<file path="src/rtl/dhcpc_pkg.sv">
// Shared types and constants for the DHCP client lease controller.
`timescale 1ns / 1ps

package dhcpc_pkg;

	localparam int unsigned CFG_IDX_W = 2;

	localparam logic [CFG_IDX_W-1:0] CFG_OWN_MAC          = 2'd0;
	localparam logic [CFG_IDX_W-1:0] CFG_DISCOVER_WAIT    = 2'd1;
	localparam logic [CFG_IDX_W-1:0] CFG_REQUEST_WAIT     = 2'd2;

	localparam logic [31:0] DISCOVER_WAIT_RST = 32'd10000000;
	localparam logic [31:0] REQUEST_WAIT_RST  = 32'd10000000;

	localparam logic [1:0] KIND_START = 2'd0;
	localparam logic [1:0] KIND_TIMER = 2'd1;
	localparam logic [1:0] KIND_FRAME = 2'd2;

	localparam logic [47:0] BCAST_MAC = 48'hffff_ffff_ffff;
	localparam logic [15:0] ETH_IPV4  = 16'h0800;
	localparam logic [7:0]  PROTO_UDP = 8'd17;
	localparam logic [7:0]  OP_REPLY  = 8'd2;
	localparam logic [7:0]  MSG_NONE  = 8'd0;
	localparam logic [7:0]  MSG_OFFER = 8'd2;
	localparam logic [7:0]  MSG_ACK   = 8'd5;

	localparam logic [11:0] MAX_WAIT_SEC = 12'd3600;
	localparam logic [19:0] US_PER_SEC   = 20'd1000000;

	typedef enum logic [1:0] {
		SEND_NONE     = 2'd0,
		SEND_DISCOVER = 2'd1,
		SEND_REQUEST  = 2'd2
	} send_t;

	typedef enum logic [3:0] {
		DROP_NONE       = 4'd0,
		DROP_MAC        = 4'd1,
		DROP_TYPE       = 4'd2,
		DROP_PROTO      = 4'd3,
		DROP_PORTS      = 4'd4,
		DROP_OP         = 4'd5,
		DROP_CHADDR     = 4'd6,
		DROP_OPTION     = 4'd7,
		DROP_WRONG_MSG  = 4'd8,
		DROP_UNEXPECTED = 4'd9
	} drop_t;

	typedef struct packed {
		drop_t drop;
		logic  is_offer;
		logic  is_ack;
	} frame_chk_t;

endpackage

</file>
<file path="src/rtl/dhcpc_filter.sv">
// Header filter for received frames: first failing check sets the drop reason.
`timescale 1ns / 1ps

module dhcpc_filter (
	input  logic [47:0]            own_mac,
	input  logic [47:0]            dest_mac,
	input  logic [15:0]            ether_type,
	input  logic [7:0]             ip_proto,
	input  logic                   ports_are_dhcp,
	input  logic [7:0]             bootp_op,
	input  logic [47:0]            chaddr,
	input  logic [7:0]             msg_type,
	output dhcpc_pkg::frame_chk_t  chk
);

	always_comb begin
		chk.is_offer = (msg_type == dhcpc_pkg::MSG_OFFER);
		chk.is_ack   = (msg_type == dhcpc_pkg::MSG_ACK);
		if (dest_mac != own_mac && dest_mac != dhcpc_pkg::BCAST_MAC) begin
			chk.drop = dhcpc_pkg::DROP_MAC;
		end else if (ether_type != dhcpc_pkg::ETH_IPV4) begin
			chk.drop = dhcpc_pkg::DROP_TYPE;
		end else if (ip_proto != dhcpc_pkg::PROTO_UDP) begin
			chk.drop = dhcpc_pkg::DROP_PROTO;
		end else if (!ports_are_dhcp) begin
			chk.drop = dhcpc_pkg::DROP_PORTS;
		end else if (bootp_op != dhcpc_pkg::OP_REPLY) begin
			chk.drop = dhcpc_pkg::DROP_OP;
		end else if (chaddr != own_mac) begin
			chk.drop = dhcpc_pkg::DROP_CHADDR;
		end else if (msg_type == dhcpc_pkg::MSG_NONE) begin
			chk.drop = dhcpc_pkg::DROP_OPTION;
		end else begin
			chk.drop = dhcpc_pkg::DROP_NONE;
		end
	end

endmodule

</file>
<file path="src/rtl/dhcp_client_lease_fsm.sv">
// Top level of the DHCP client lease controller: event register, lease FSM, result register.
`timescale 1ns / 1ps

// DHCP client lease state machine (idle, select, request, bound, renew, rebind). Each
// accepted event (start, timer expiry or a received frame as pre-parsed header fields)
// yields exactly one result: message to send, optional timer reload in microseconds,
// drop reason and the state after the event. One event is accepted every cycle unless
// the output stalls; the result passes through the event register and then the
// result register, with the state update and the lease timeout
// (lease >> 1 or >> 2, capped at 3600 s, times 1000000, one 12x20 multiply) done
// between them. Output stall holds the result register and, through it, the event
// register. Configuration writes are always ready and must be issued only while the
// block is empty. No clearing pass is needed after reset.

module dhcp_client_lease_fsm (
	input  logic                            clk,
	input  logic                            arst_n,

	input  logic                            cfg_valid,
	output logic                            cfg_ready,
	input  logic [dhcpc_pkg::CFG_IDX_W-1:0] cfg_index,
	input  logic [63:0]                     cfg_data,

	input  logic                            in_valid,
	output logic                            in_stall,
	input  logic [1:0]                      kind,
	input  logic [47:0]                     dest_mac,
	input  logic [15:0]                     ether_type,
	input  logic [7:0]                      ip_proto,
	input  logic                            ports_are_dhcp,
	input  logic [7:0]                      bootp_op,
	input  logic [47:0]                     chaddr,
	input  logic [7:0]                      msg_type,
	input  logic                            needed_options_ok,
	input  logic [31:0]                     lease_seconds_in,
	input  logic [31:0]                     server_id,
	input  logic [31:0]                     offered_addr,

	output logic                            out_valid,
	input  logic                            out_stall,
	output logic [1:0]                      send_type,
	output logic [31:0]                     send_client_ip,
	output logic [31:0]                     send_server_ip,
	output logic [31:0]                     send_requested_ip,
	output logic                            with_request_options,
	output logic                            timer_load,
	output logic [31:0]                     timer_us,
	output logic [3:0]                      drop_code,
	output logic                            forget_config,
	output logic                            apply_config,
	output logic [2:0]                      state_now
);

	typedef enum logic [2:0] {
		ST_IDLE    = 3'd0,
		ST_SELECT  = 3'd1,
		ST_REQUEST = 3'd2,
		ST_BOUND   = 3'd3,
		ST_RENEW   = 3'd4,
		ST_REBIND  = 3'd5
	} state_t;

	// configuration
	logic [47:0] own_mac_q;
	logic [31:0] discover_wait_q;
	logic [31:0] request_wait_q;

	// event register
	logic        s1_valid_q;
	logic [1:0]  kind_s1;
	logic [47:0] dest_mac_s1;
	logic [15:0] ether_type_s1;
	logic [7:0]  ip_proto_s1;
	logic        ports_are_dhcp_s1;
	logic [7:0]  bootp_op_s1;
	logic [47:0] chaddr_s1;
	logic [7:0]  msg_type_s1;
	logic        needed_options_ok_s1;
	logic [31:0] lease_seconds_in_s1;
	logic [31:0] server_id_s1;
	logic [31:0] offered_addr_s1;

	// lease state
	state_t      state_q;
	logic [31:0] lease_q;
	logic [31:0] bound_q;

	// result register
	logic                out_valid_q;
	dhcpc_pkg::send_t    send_type_s2;
	logic [31:0]         send_client_ip_s2;
	logic [31:0]         send_server_ip_s2;
	logic [31:0]         send_requested_ip_s2;
	logic                with_request_options_s2;
	logic                timer_load_s2;
	logic [31:0]         timer_us_s2;
	dhcpc_pkg::drop_t    drop_s2;
	logic                forget_s2;
	logic                apply_s2;
	state_t              state_s2;

	logic in_xfer;
	logic s2_load;
	logic s1_go;

	dhcpc_pkg::frame_chk_t chk;

	logic [31:0] wait_sec;
	logic [11:0] wait_capped;
	logic [31:0] wait_us;

	state_t              state_n;
	logic [31:0]         lease_n;
	logic [31:0]         bound_n;
	dhcpc_pkg::send_t    send_n;
	logic [31:0]         cip_n;
	logic [31:0]         sip_n;
	logic [31:0]         rip_n;
	logic                wopt_n;
	logic                tload_n;
	logic [31:0]         tus_n;
	dhcpc_pkg::drop_t    drop_n;
	logic                forget_n;
	logic                apply_n;

	assign cfg_ready = 1'b1;

	assign s2_load  = !out_valid_q || !out_stall;
	assign s1_go    = s1_valid_q && s2_load;
	assign in_stall = s1_valid_q && !s2_load;
	assign in_xfer  = in_valid && !in_stall;

	always_ff @(posedge clk or negedge arst_n) begin
		if (!arst_n) begin
			own_mac_q       <= '0;
			discover_wait_q <= dhcpc_pkg::DISCOVER_WAIT_RST;
			request_wait_q  <= dhcpc_pkg::REQUEST_WAIT_RST;
		end else if (cfg_valid && cfg_ready) begin
			unique case (cfg_index)
				dhcpc_pkg::CFG_OWN_MAC:       own_mac_q       <= cfg_data[47:0];
				dhcpc_pkg::CFG_DISCOVER_WAIT: discover_wait_q <= cfg_data[31:0];
				dhcpc_pkg::CFG_REQUEST_WAIT:  request_wait_q  <= cfg_data[31:0];
				default: ;
			endcase
		end
	end

	always_ff @(posedge clk or negedge arst_n) begin
		if (!arst_n) begin
			s1_valid_q <= 1'b0;
		end else if (in_xfer) begin
			s1_valid_q <= 1'b1;
		end else if (s1_go) begin
			s1_valid_q <= 1'b0;
		end
	end

	always_ff @(posedge clk) begin
		if (in_xfer) begin
			kind_s1              <= kind;
			dest_mac_s1          <= dest_mac;
			ether_type_s1        <= ether_type;
			ip_proto_s1          <= ip_proto;
			ports_are_dhcp_s1    <= ports_are_dhcp;
			bootp_op_s1          <= bootp_op;
			chaddr_s1            <= chaddr;
			msg_type_s1          <= msg_type;
			needed_options_ok_s1 <= needed_options_ok;
			lease_seconds_in_s1  <= lease_seconds_in;
			server_id_s1         <= server_id;
			offered_addr_s1      <= offered_addr;
		end
	end

	dhcpc_filter u_filter (
		.own_mac        (own_mac_q),
		.dest_mac       (dest_mac_s1),
		.ether_type     (ether_type_s1),
		.ip_proto       (ip_proto_s1),
		.ports_are_dhcp (ports_are_dhcp_s1),
		.bootp_op       (bootp_op_s1),
		.chaddr         (chaddr_s1),
		.msg_type       (msg_type_s1),
		.chk            (chk)
	);

	// an ACK times on the new lease / 2, a timer re-request on the stored lease / 4
	assign wait_sec    = (kind_s1 == dhcpc_pkg::KIND_FRAME) ? (lease_seconds_in_s1 >> 1)
	                                                          : (lease_q >> 2);
	assign wait_capped = (wait_sec > 32'(dhcpc_pkg::MAX_WAIT_SEC)) ? dhcpc_pkg::MAX_WAIT_SEC
	                                                              : wait_sec[11:0];
	assign wait_us     = 32'(wait_capped) * 32'(dhcpc_pkg::US_PER_SEC);

	always_comb begin
		state_n  = state_q;
		lease_n  = lease_q;
		bound_n  = bound_q;
		send_n   = dhcpc_pkg::SEND_NONE;
		cip_n    = '0;
		sip_n    = '0;
		rip_n    = '0;
		wopt_n   = 1'b0;
		tload_n  = 1'b0;
		tus_n    = '0;
		drop_n   = dhcpc_pkg::DROP_NONE;
		forget_n = 1'b0;
		apply_n  = 1'b0;
		unique case (kind_s1)
			dhcpc_pkg::KIND_START: begin
				state_n = ST_SELECT;
				send_n  = dhcpc_pkg::SEND_DISCOVER;
				tload_n = 1'b1;
				tus_n   = discover_wait_q;
			end
			dhcpc_pkg::KIND_TIMER: begin
				unique case (state_q) inside
					ST_BOUND, ST_RENEW: begin
						state_n = (state_q == ST_BOUND) ? ST_RENEW : ST_REBIND;
						send_n  = dhcpc_pkg::SEND_REQUEST;
						cip_n   = bound_q;
						rip_n   = bound_q;
						tload_n = 1'b1;
						tus_n   = wait_us;
					end
					default: begin
						// rebind expiry drops the address, then rediscover
						if (state_q == ST_REBIND) begin
							forget_n = 1'b1;
							bound_n  = '0;
						end
						state_n = ST_SELECT;
						send_n  = dhcpc_pkg::SEND_DISCOVER;
						tload_n = 1'b1;
						tus_n   = discover_wait_q;
					end
				endcase
			end
			dhcpc_pkg::KIND_FRAME: begin
				if (chk.drop != dhcpc_pkg::DROP_NONE) begin
					drop_n = chk.drop;
				end else begin
					unique case (state_q) inside
						ST_SELECT: begin
							if (!chk.is_offer) begin
								drop_n = dhcpc_pkg::DROP_WRONG_MSG;
							end else if (!needed_options_ok_s1) begin
								drop_n = dhcpc_pkg::DROP_OPTION;
							end else begin
								state_n = ST_REQUEST;
								send_n  = dhcpc_pkg::SEND_REQUEST;
								sip_n   = server_id_s1;
								rip_n   = offered_addr_s1;
								wopt_n  = 1'b1;
								tload_n = 1'b1;
								tus_n   = request_wait_q;
							end
						end
						ST_REQUEST, ST_RENEW, ST_REBIND: begin
							if (!chk.is_ack) begin
								drop_n = dhcpc_pkg::DROP_WRONG_MSG;
							end else if (!needed_options_ok_s1) begin
								drop_n = dhcpc_pkg::DROP_OPTION;
							end else begin
								lease_n = lease_seconds_in_s1;
								state_n = ST_BOUND;
								tload_n = 1'b1;
								tus_n   = wait_us;
								// first ACK binds the address; renew and rebind keep it
								if (state_q == ST_REQUEST) begin
									bound_n = offered_addr_s1;
									apply_n = 1'b1;
								end
							end
						end
						default: drop_n = dhcpc_pkg::DROP_UNEXPECTED;
					endcase
				end
			end
			default: ;
		endcase
	end

	always_ff @(posedge clk or negedge arst_n) begin
		if (!arst_n) begin
			state_q                 <= ST_IDLE;
			lease_q                 <= '0;
			bound_q                 <= '0;
			out_valid_q             <= 1'b0;
			send_type_s2            <= dhcpc_pkg::SEND_NONE;
			send_client_ip_s2       <= '0;
			send_server_ip_s2       <= '0;
			send_requested_ip_s2    <= '0;
			with_request_options_s2 <= 1'b0;
			timer_load_s2           <= 1'b0;
			timer_us_s2             <= '0;
			drop_s2                 <= dhcpc_pkg::DROP_NONE;
			forget_s2               <= 1'b0;
			apply_s2                <= 1'b0;
			state_s2                <= ST_IDLE;
		end else begin
			if (s2_load) begin
				out_valid_q <= s1_valid_q;
			end
			if (s1_go) begin
				state_q                 <= state_n;
				lease_q                 <= lease_n;
				bound_q                 <= bound_n;
				send_type_s2            <= send_n;
				send_client_ip_s2       <= cip_n;
				send_server_ip_s2       <= sip_n;
				send_requested_ip_s2    <= rip_n;
				with_request_options_s2 <= wopt_n;
				timer_load_s2           <= tload_n;
				timer_us_s2             <= tus_n;
				drop_s2                 <= drop_n;
				forget_s2               <= forget_n;
				apply_s2                <= apply_n;
				state_s2                <= state_n;
			end
		end
	end

	assign out_valid            = out_valid_q;
	assign send_type            = send_type_s2;
	assign send_client_ip       = send_client_ip_s2;
	assign send_server_ip       = send_server_ip_s2;
	assign send_requested_ip    = send_requested_ip_s2;
	assign with_request_options = with_request_options_s2;
	assign timer_load           = timer_load_s2;
	assign timer_us             = timer_us_s2;
	assign drop_code            = drop_s2;
	assign forget_config        = forget_s2;
	assign apply_config         = apply_s2;
	assign state_now            = state_s2;

`ifndef SYNTHESIS
	a_apply_bound: assert property (@(posedge clk) disable iff (!arst_n)
		out_valid && apply_config |-> state_now == ST_BOUND && timer_load &&
		drop_code == dhcpc_pkg::DROP_NONE)
		else $error("apply_config without a bound state and timer reload");

	a_forget_discover: assert property (@(posedge clk) disable iff (!arst_n)
		out_valid && forget_config |-> send_type == dhcpc_pkg::SEND_DISCOVER &&
		state_now == ST_SELECT)
		else $error("forget_config without a discover");

	a_opts_request: assert property (@(posedge clk) disable iff (!arst_n)
		out_valid && with_request_options |-> send_type == dhcpc_pkg::SEND_REQUEST &&
		state_now == ST_REQUEST)
		else $error("request options outside a request after offer");

	a_timer_idle: assert property (@(posedge clk) disable iff (!arst_n)
		out_valid && !timer_load |-> timer_us == '0 && send_type == dhcpc_pkg::SEND_NONE)
		else $error("timer value or send without a timer reload");

	a_stall_source: assert property (@(posedge clk) disable iff (!arst_n)
		in_stall |-> s1_valid_q && out_valid_q && out_stall)
		else $error("input stalled while the event register can advance");
`endif

endmodule
</file>
<file path="config.mk">
export PLATFORM = sky130hd
export DESIGN_NAME = dhcp_client_lease_fsm
export DESIGN_NICKNAME = d
export VERILOG_FILES = /design/src/rtl/dhcpc_pkg.sv /design/src/rtl/dhcpc_filter.sv /design/src/rtl/dhcp_client_lease_fsm.sv
export SDC_FILE = /design/constraint.sdc
export NUM_CORES = 1
export LEC_CHECK = 0
export BUFFER_PORTS_ARGS = -buffer_cell sky130_fd_sc_hd__buf_2
export CAP_MARGIN = 20
export CORE_ASPECT_RATIO = 1.1
export CORE_MARGIN = 10
export CORE_UTILIZATION = 56
export DETAILED_ROUTE_END_ITERATION = 12
export PLACE_DENSITY = 0.8
export SETUP_SLACK_MARGIN = 0.3
export SLEW_MARGIN = 15
export SYNTH_ARGS = -nofsm -noshare
export SYNTH_HDL_FRONTEND = slang
export SYNTH_SLANG_ARGS = --single-unit
</file>
<file path="constraint.sdc">
create_clock -name clk -period 8.8 [get_ports clk]
set_clock_uncertainty 0.15 [all_clocks]
set_input_delay 1.76 -clock clk [delete_from_list [all_inputs] [get_ports clk]]
set_output_delay 1.76 -clock clk [all_outputs]
set_load 0.005 [all_outputs]
</file>
== After elaboration in Yosys (flattened, before gate mapping) ==
Index checks and enable logic that the tools add are counted.
Word-level totals
  output and inout port bits: 144
  bits of input ports: 307
  flip-flop bits (word level): 555
  logic and storage cells: 165
Cells by class
  multiply operators: 1
  $lt $le $gt $ge: 1
  bitwise operators: 1
  muxes and demuxes: 78
  reduce and logical (&&, ||, !) cells: 25
  equal/unequal tests: 29
Operators with widths (count)
  $mux 32: 24
  $pmux 32 s2: 3
  $ne 48x48->1: 2
  $pmux 32 s3: 1
  $ne 48x48->1 const B: 1
  $mux 4: 10
  $gt 31x12->1 const B: 1
  $mux 31: 1
  $mul 12x14->26 const B: 1
  $mux 3: 8
  $mux 1: 19
  $ne 16x12->1 const B: 1
  $mux 12: 1
  $ne 3x3->1 const B: 4
  $mux 2: 5
  $ne 2x2->1 const B: 5
  $pmux 3 s3: 1
  $reduce_and 9->1: 1
  $eq 8x2->1 const B: 1
  $eq 8x3->1 const B: 1
  $logic_not 8->1: 1
  $ne 8x2->1 const B: 1
  $ne 8x5->1 const B: 1
  $pmux 4 s2: 1
  23 further kinds: 40

== Logic depth before layout (Yosys ltp) ==
  depth in word-level cells: 11
  depth in mapped cells: 29
  mapped depth without buffers: 27

== Hierarchy ==
From an unflattened synthesis, not the netlist that was laid out.
Second synthesis, totals
  cell total of the unflattened synthesis: 1907
  area total of the unflattened synthesis: 24502.2 µm²
By module, submodules not included
  dhcp_client_lease_fsm: cells an instance 1732, area each 23144.7 µm², instances 1
  dhcpc_filter: cells an instance 175, area each 1357.6 µm², instances 1

== Worst setup path after synthesis ==
OpenSTA, ideal clock, no wires.
  path type: input -> register
  from: in out_stall
  to: reg bootp_op_s1[0], enable pin
  arrival: 7.224 ns
  path slack: 0.800 ns
  stages on the path: 2
  setup time: 0.625 ns
  path buffers: 0
  cell sequence: nand3_1 -> and2_1
Between the ends
  cells in the longest elaborated chain, start to end: 6
Ends and longest elaborated chain
  from (decl): RTL line dhcp_client_lease_fsm.sv:40  | input logic out_stall,
  $logic_not 1->1: RTL line dhcp_client_lease_fsm.sv:128  | assign s2_load = !out_valid_q || !out_stall;
  $logic_or 1x1->1: RTL line dhcp_client_lease_fsm.sv:128
  $logic_not 1->1: RTL line dhcp_client_lease_fsm.sv:130  | assign in_stall = s1_valid_q && !s2_load;
  $logic_and 1x1->1: RTL line dhcp_client_lease_fsm.sv:130
  $logic_not 1->1: RTL line dhcp_client_lease_fsm.sv:131  | assign in_xfer = in_valid && !in_stall;
  $logic_and 1x1->1: RTL line dhcp_client_lease_fsm.sv:131
  via in_xfer: RTL line dhcp_client_lease_fsm.sv:102  | logic in_xfer;
  to (signal assigned): RTL line dhcp_client_lease_fsm.sv:165  | bootp_op_s1 <= bootp_op;
  to (decl): RTL line dhcp_client_lease_fsm.sv:75  | logic [7:0] bootp_op_s1;
The timed path passes the listed nets, and every way through them passes these cells.
A chain may end at the register's enable or synchronous reset.

== Worst setup path after layout ==
  from: reg kind_s1[0]
  to: reg timer_us_s2[31] (netlist: timer_us[31])
Between the ends
  cells in the longest elaborated chain, start to end: 10
Ends and longest elaborated chain
  from (decl): RTL line dhcp_client_lease_fsm.sv:70  | logic [1:0] kind_s1;
  from (signal assigned): RTL line dhcp_client_lease_fsm.sv:160  | kind_s1 <= kind;
  $eq 2x2->1: RTL line dhcp_client_lease_fsm.sv:188, dhcp_client_lease_fsm.sv:208
  $mux 31: RTL line dhcp_client_lease_fsm.sv:188  | assign wait_sec = (kind_s1 == dhcpc_pkg::KIND_FRAME) ? (lease_seconds_in_s1 >> 1)
  $gt 31x12->1: RTL line dhcp_client_lease_fsm.sv:190  | assign wait_capped = (wait_sec > 32'(dhcpc_pkg::MAX_WAIT_SEC)) ? dhcpc_pkg::MAX_WAIT_SEC
  $mux 12: RTL line dhcp_client_lease_fsm.sv:190
  $mul 12x14->26: RTL line dhcp_client_lease_fsm.sv:192  | assign wait_us = 32'(wait_capped) * 32'(dhcpc_pkg::US_PER_SEC);
  $mux 32: RTL line dhcp_client_lease_fsm.sv:261  | end else if (!needed_options_ok_s1) begin
  $mux 32: RTL line dhcp_client_lease_fsm.sv:259  | if (!chk.is_ack) begin
  $pmux 32 s2: RTL line dhcp_client_lease_fsm.sv:242  | unique case (state_q) inside
  $mux 32: RTL line dhcp_client_lease_fsm.sv:239  | if (chk.drop != dhcpc_pkg::DROP_NONE) begin
  $pmux 32 s3 *: RTL line dhcp_client_lease_fsm.sv:208  | unique case (kind_s1)
  to (signal assigned): RTL line dhcp_client_lease_fsm.sv:314  | timer_us_s2 <= tus_n;
  to (decl): RTL line dhcp_client_lease_fsm.sv:96  | logic [31:0] timer_us_s2;
Mark *: on every way between the ends. The rest lies on a longest branch, timed or not.

==> reports/summary.txt <==
Status: finished clean
DIE WIDTH: 220.2 µm
Worst-path fanout max: 23
Via count: 17170
Startpoint Class: flop
Yosys reg bits: 552
Leakage power: 0.01340 µW
Fin. Hold Viols: 0
Area growth from synthesis to layout: 18.75%
Number of antenna violations at the first check in global routing: 17
Global-route wire length before repair: 103.2 mm
Ys flop type: dfrtp_1
Final count of pins violating max slew: 0
Clock transition at the registers of the reported paths: 60 ps
CTS Buf Count: 55
RSZ-0062 raised after global routing: no
Placed cell area: 0.02745 mm²
Residual DRC: 0
Post-Synth Adder-Cell Area: 6.972%
Worst reg2reg path endpoint: timer_us[31]
Hold Startpoint: send_server_ip[4]
H-tree depth: 2
Starting Density: 56.84%
Pre-antenna DRT Iters: 6
Fmax: 132.3 MHz
Vias in the first global route: 17830
Tightest Pin Transition: 1183 ps
Final wirelength: 68.03 mm
CTS tree: built
Area leader, netlist: dfrtp_1
Filler Cells Inserted: 3152
Worst r2r path cells: 29
Final setup vio count: 0
Antenna-violating nets left: 0
Layout cells sized above 1: 30.01%
Synth Area in Simple Gates: 9.719%
Crit path time final: 7560 ps
Largest family of logic cells by synthesized area: simple AND/OR/NAND/NOR gates
Hold_ws: 308.4 ps
Cell repeated most along the worst path: inv_1
Syn Area/Cell: 12.71 µm²
Clock sinks: 552
R2R Path Start: kind_s1[0]
Pwr Density: 215.8 mW/mm²
Row cnt: 80
Commonest cells post-synth: 309 x nand2_1, 301 x dfrtp_1, 235 x edfxtp_1
Min-delay worst type: reg -> reg
DP HPWL: 49.31 mm
Area contributors post-synth: dfrtp_1 31%, edfxtp_1 29%, mux2_2 5.2%
IR drop worst, VDD: 198.7 µV
Post-route clock period utilization: 85.90%
Routed vias/inst: 5.703
Post-synth ARST share: 57.43%
YS warnings: 0
Library cells used by synthesis: 70
Die Area: 0.05290 mm²
Netlist Area Pre-Place: 0.02469 mm²
Most common cell in the netlist: nand2_1
Gr ovfl total: 0
Postcts setup bufs: 0
Largest net degree at the start of global routing: 172
Kind of critical path: reg -> reg
Slew margin rel.: 21.14%
Cells on Worst Hold Path: 2
Mapped Nets: 2368
Post-synth EDFFs: 235
Final Wtd Congestion: 0.8966
Synth Area in Compound Gates: 7.874%
Share of the synthesized area in the top cell type: 30.50%
Number of gates resized after CTS: 0
Mux cell area share after synthesis: 7.510%
CTS Hold Bufs: 0
CP Capture Type: flop
Worst-Skew Late Latency: 620 ps
Cells after synthesis: 1942
Core Area: 0.04344 mm²
Root Buffer: clkbuf_16
Seq/Total Area, Yosys: 60.79%
CTS max path bufs: 3
CP max stage delay: 610 ps
Post-route setup slack: 1240 ps
Slowest stage cell on the critical path: or4b_2
Final TNS setup: 0 ps
Routed len/inst: 22.60 µm
CP Data Required Time: 9140 ps
I/O Pins: 451
Final Cell Area: 0.02932 mm²
Initial drt markers: 1713
Hold Crit Endpoint: send_server_ip[4]
Die height: 240.2 µm
Reg-to-reg slack, setup: 1240 ps
Dpl ws: 1389 ps
Max-Cap Viols: 0
Tot Pwr: 6329 µW
Port Buffers: 432
Final nets: 2798
Critical path data arrival time: 7900 ps
Synth Area in XOR/XNOR: 4.434%
GRT Overall Usage: 25.30%
power breakdown:
| group | internal [µW] | switching [µW] |
|---|---|---|
| combinational | 406 | 500 |
| sequential | 2920 | 157 |
| clock | 1360 | 993 |
stage by stage:
step | instances | util, %
6_report | 3010 | 67.50
5_1_grt | 3003 | 67.46
4_1_cts | 2993 | 67.40
3_5_place_dp | 2889 | 63.19
3_3_place_gp | 2888 | 63.16
2_1_floorplan | 1942 | -
worst max-delay path by stage:
stage               slack [ps]  depth (start not counted)        from             end
global placement          1420                         29  kind_s1[0]    timer_us[31]
global route               690                         29  kind_s1[0]    timer_us[31]
CTS                       1310                         29  kind_s1[0]    timer_us[31]
floorplan                  800                          2   out_stall  bootp_op_s1[0]
detailed placement        1390                         29  kind_s1[0]    timer_us[31]
finish                    1240                         29  kind_s1[0]    timer_us[31]
worst max-delay path: cells and delay by family (launching register included):
kind,cells,cell delay [ps]
adder cells (fa/ha/maj),7,2650
XOR/XNOR,2,350
flip-flops,1,450
AO/OA/AOI/OAI,11,2000
buffers and inverters,7,890
AND/OR/NAND/NOR,2,960
flip-flops by register name, indices dropped and copies added, names as in the netlist, 2 cells and up:
| signal | count |
|---|---|
| bootp_op_s1 | 8 |
| bound_q | 32 |
| chaddr_s1 | 48 |
| dest_mac_s1 | 48 |
| discover_wait_q | 32 |
| drop_code | 4 |
| ether_type_s1 | 16 |
| ip_proto_s1 | 8 |
| kind_s1 | 2 |
| lease_q | 30 |
| lease_seconds_in_s1 | 31 |
| msg_type_s1 | 8 |
| offered_addr_s1 | 32 |
| own_mac_q | 48 |
| request_wait_q | 32 |
| send_client_ip | 32 |
| send_requested_ip | 32 |
| send_server_ip | 32 |
| send_type | 2 |
| server_id_s1 | 32 |
| state_now | 3 |
| timer_us | 32 |
routing by layer:
metal  track usage, %  up-vias  share of wire, %  wire [µm]
met5                0        -             0.059         40
met4            9.821        6               3.3       2231
met3            6.499      125               8.2       5593
met2            41.48      742                49      33280
met1            31.58     8492                40      26890
li1                 -     7801                 -          -
area by class of cell:
type	count	area (µm²)	share of cell area, %
multi-input cells	1228	9049	30.86
inverters	77	289.0	0.9857
diodes	17	42.54	0.1451
well taps	574	718.2	2.449
clock inverters	21	256.5	0.8747
repair buffers	458	2387	8.141
clock buffers	83	1572	5.359
flip-flops and latches	552	15010	51.19
layout by cell type, fill, tap and decap left out, types with 25 or more instances in the layout:
cell / synthesis / routed
fa_1: 31 / 31
dfrtp_1: 301 / 301
mux2_2: 114 / 114
mux2_4: 30 / 30
xnor2_1: 69 / 69
nand4_1: 35 / 35
nor4_1: 32 / 32
o21ai_0: 82 / 82
edfxtp_1: 235 / 235
a21oi_1: 66 / 66
nor2_1: 45 / 42
buf_2: 15 / 431
a31oi_1: 25 / 25
a22oi_1: 66 / 66
xor2_1: 56 / 56
clkbuf_16: 0 / 55
inv_1: 77 / 77
nand3_1: 43 / 43
ha_1: 88 / 88
nand2_1: 309 / 308
logic make-up (layout without fill, tap and decap cells):
family	Yosys count	count (layout)
and+or+nand+nor	522	522
AOI/OAI and AO/OA	305	305
adders and majority gates	119	119
DFF	552	552
xor gates and xnor gates	125	125
other	1	18
buffers and inverters	162	639
muxes	156	156
Power figures use the tool's default switching activity.
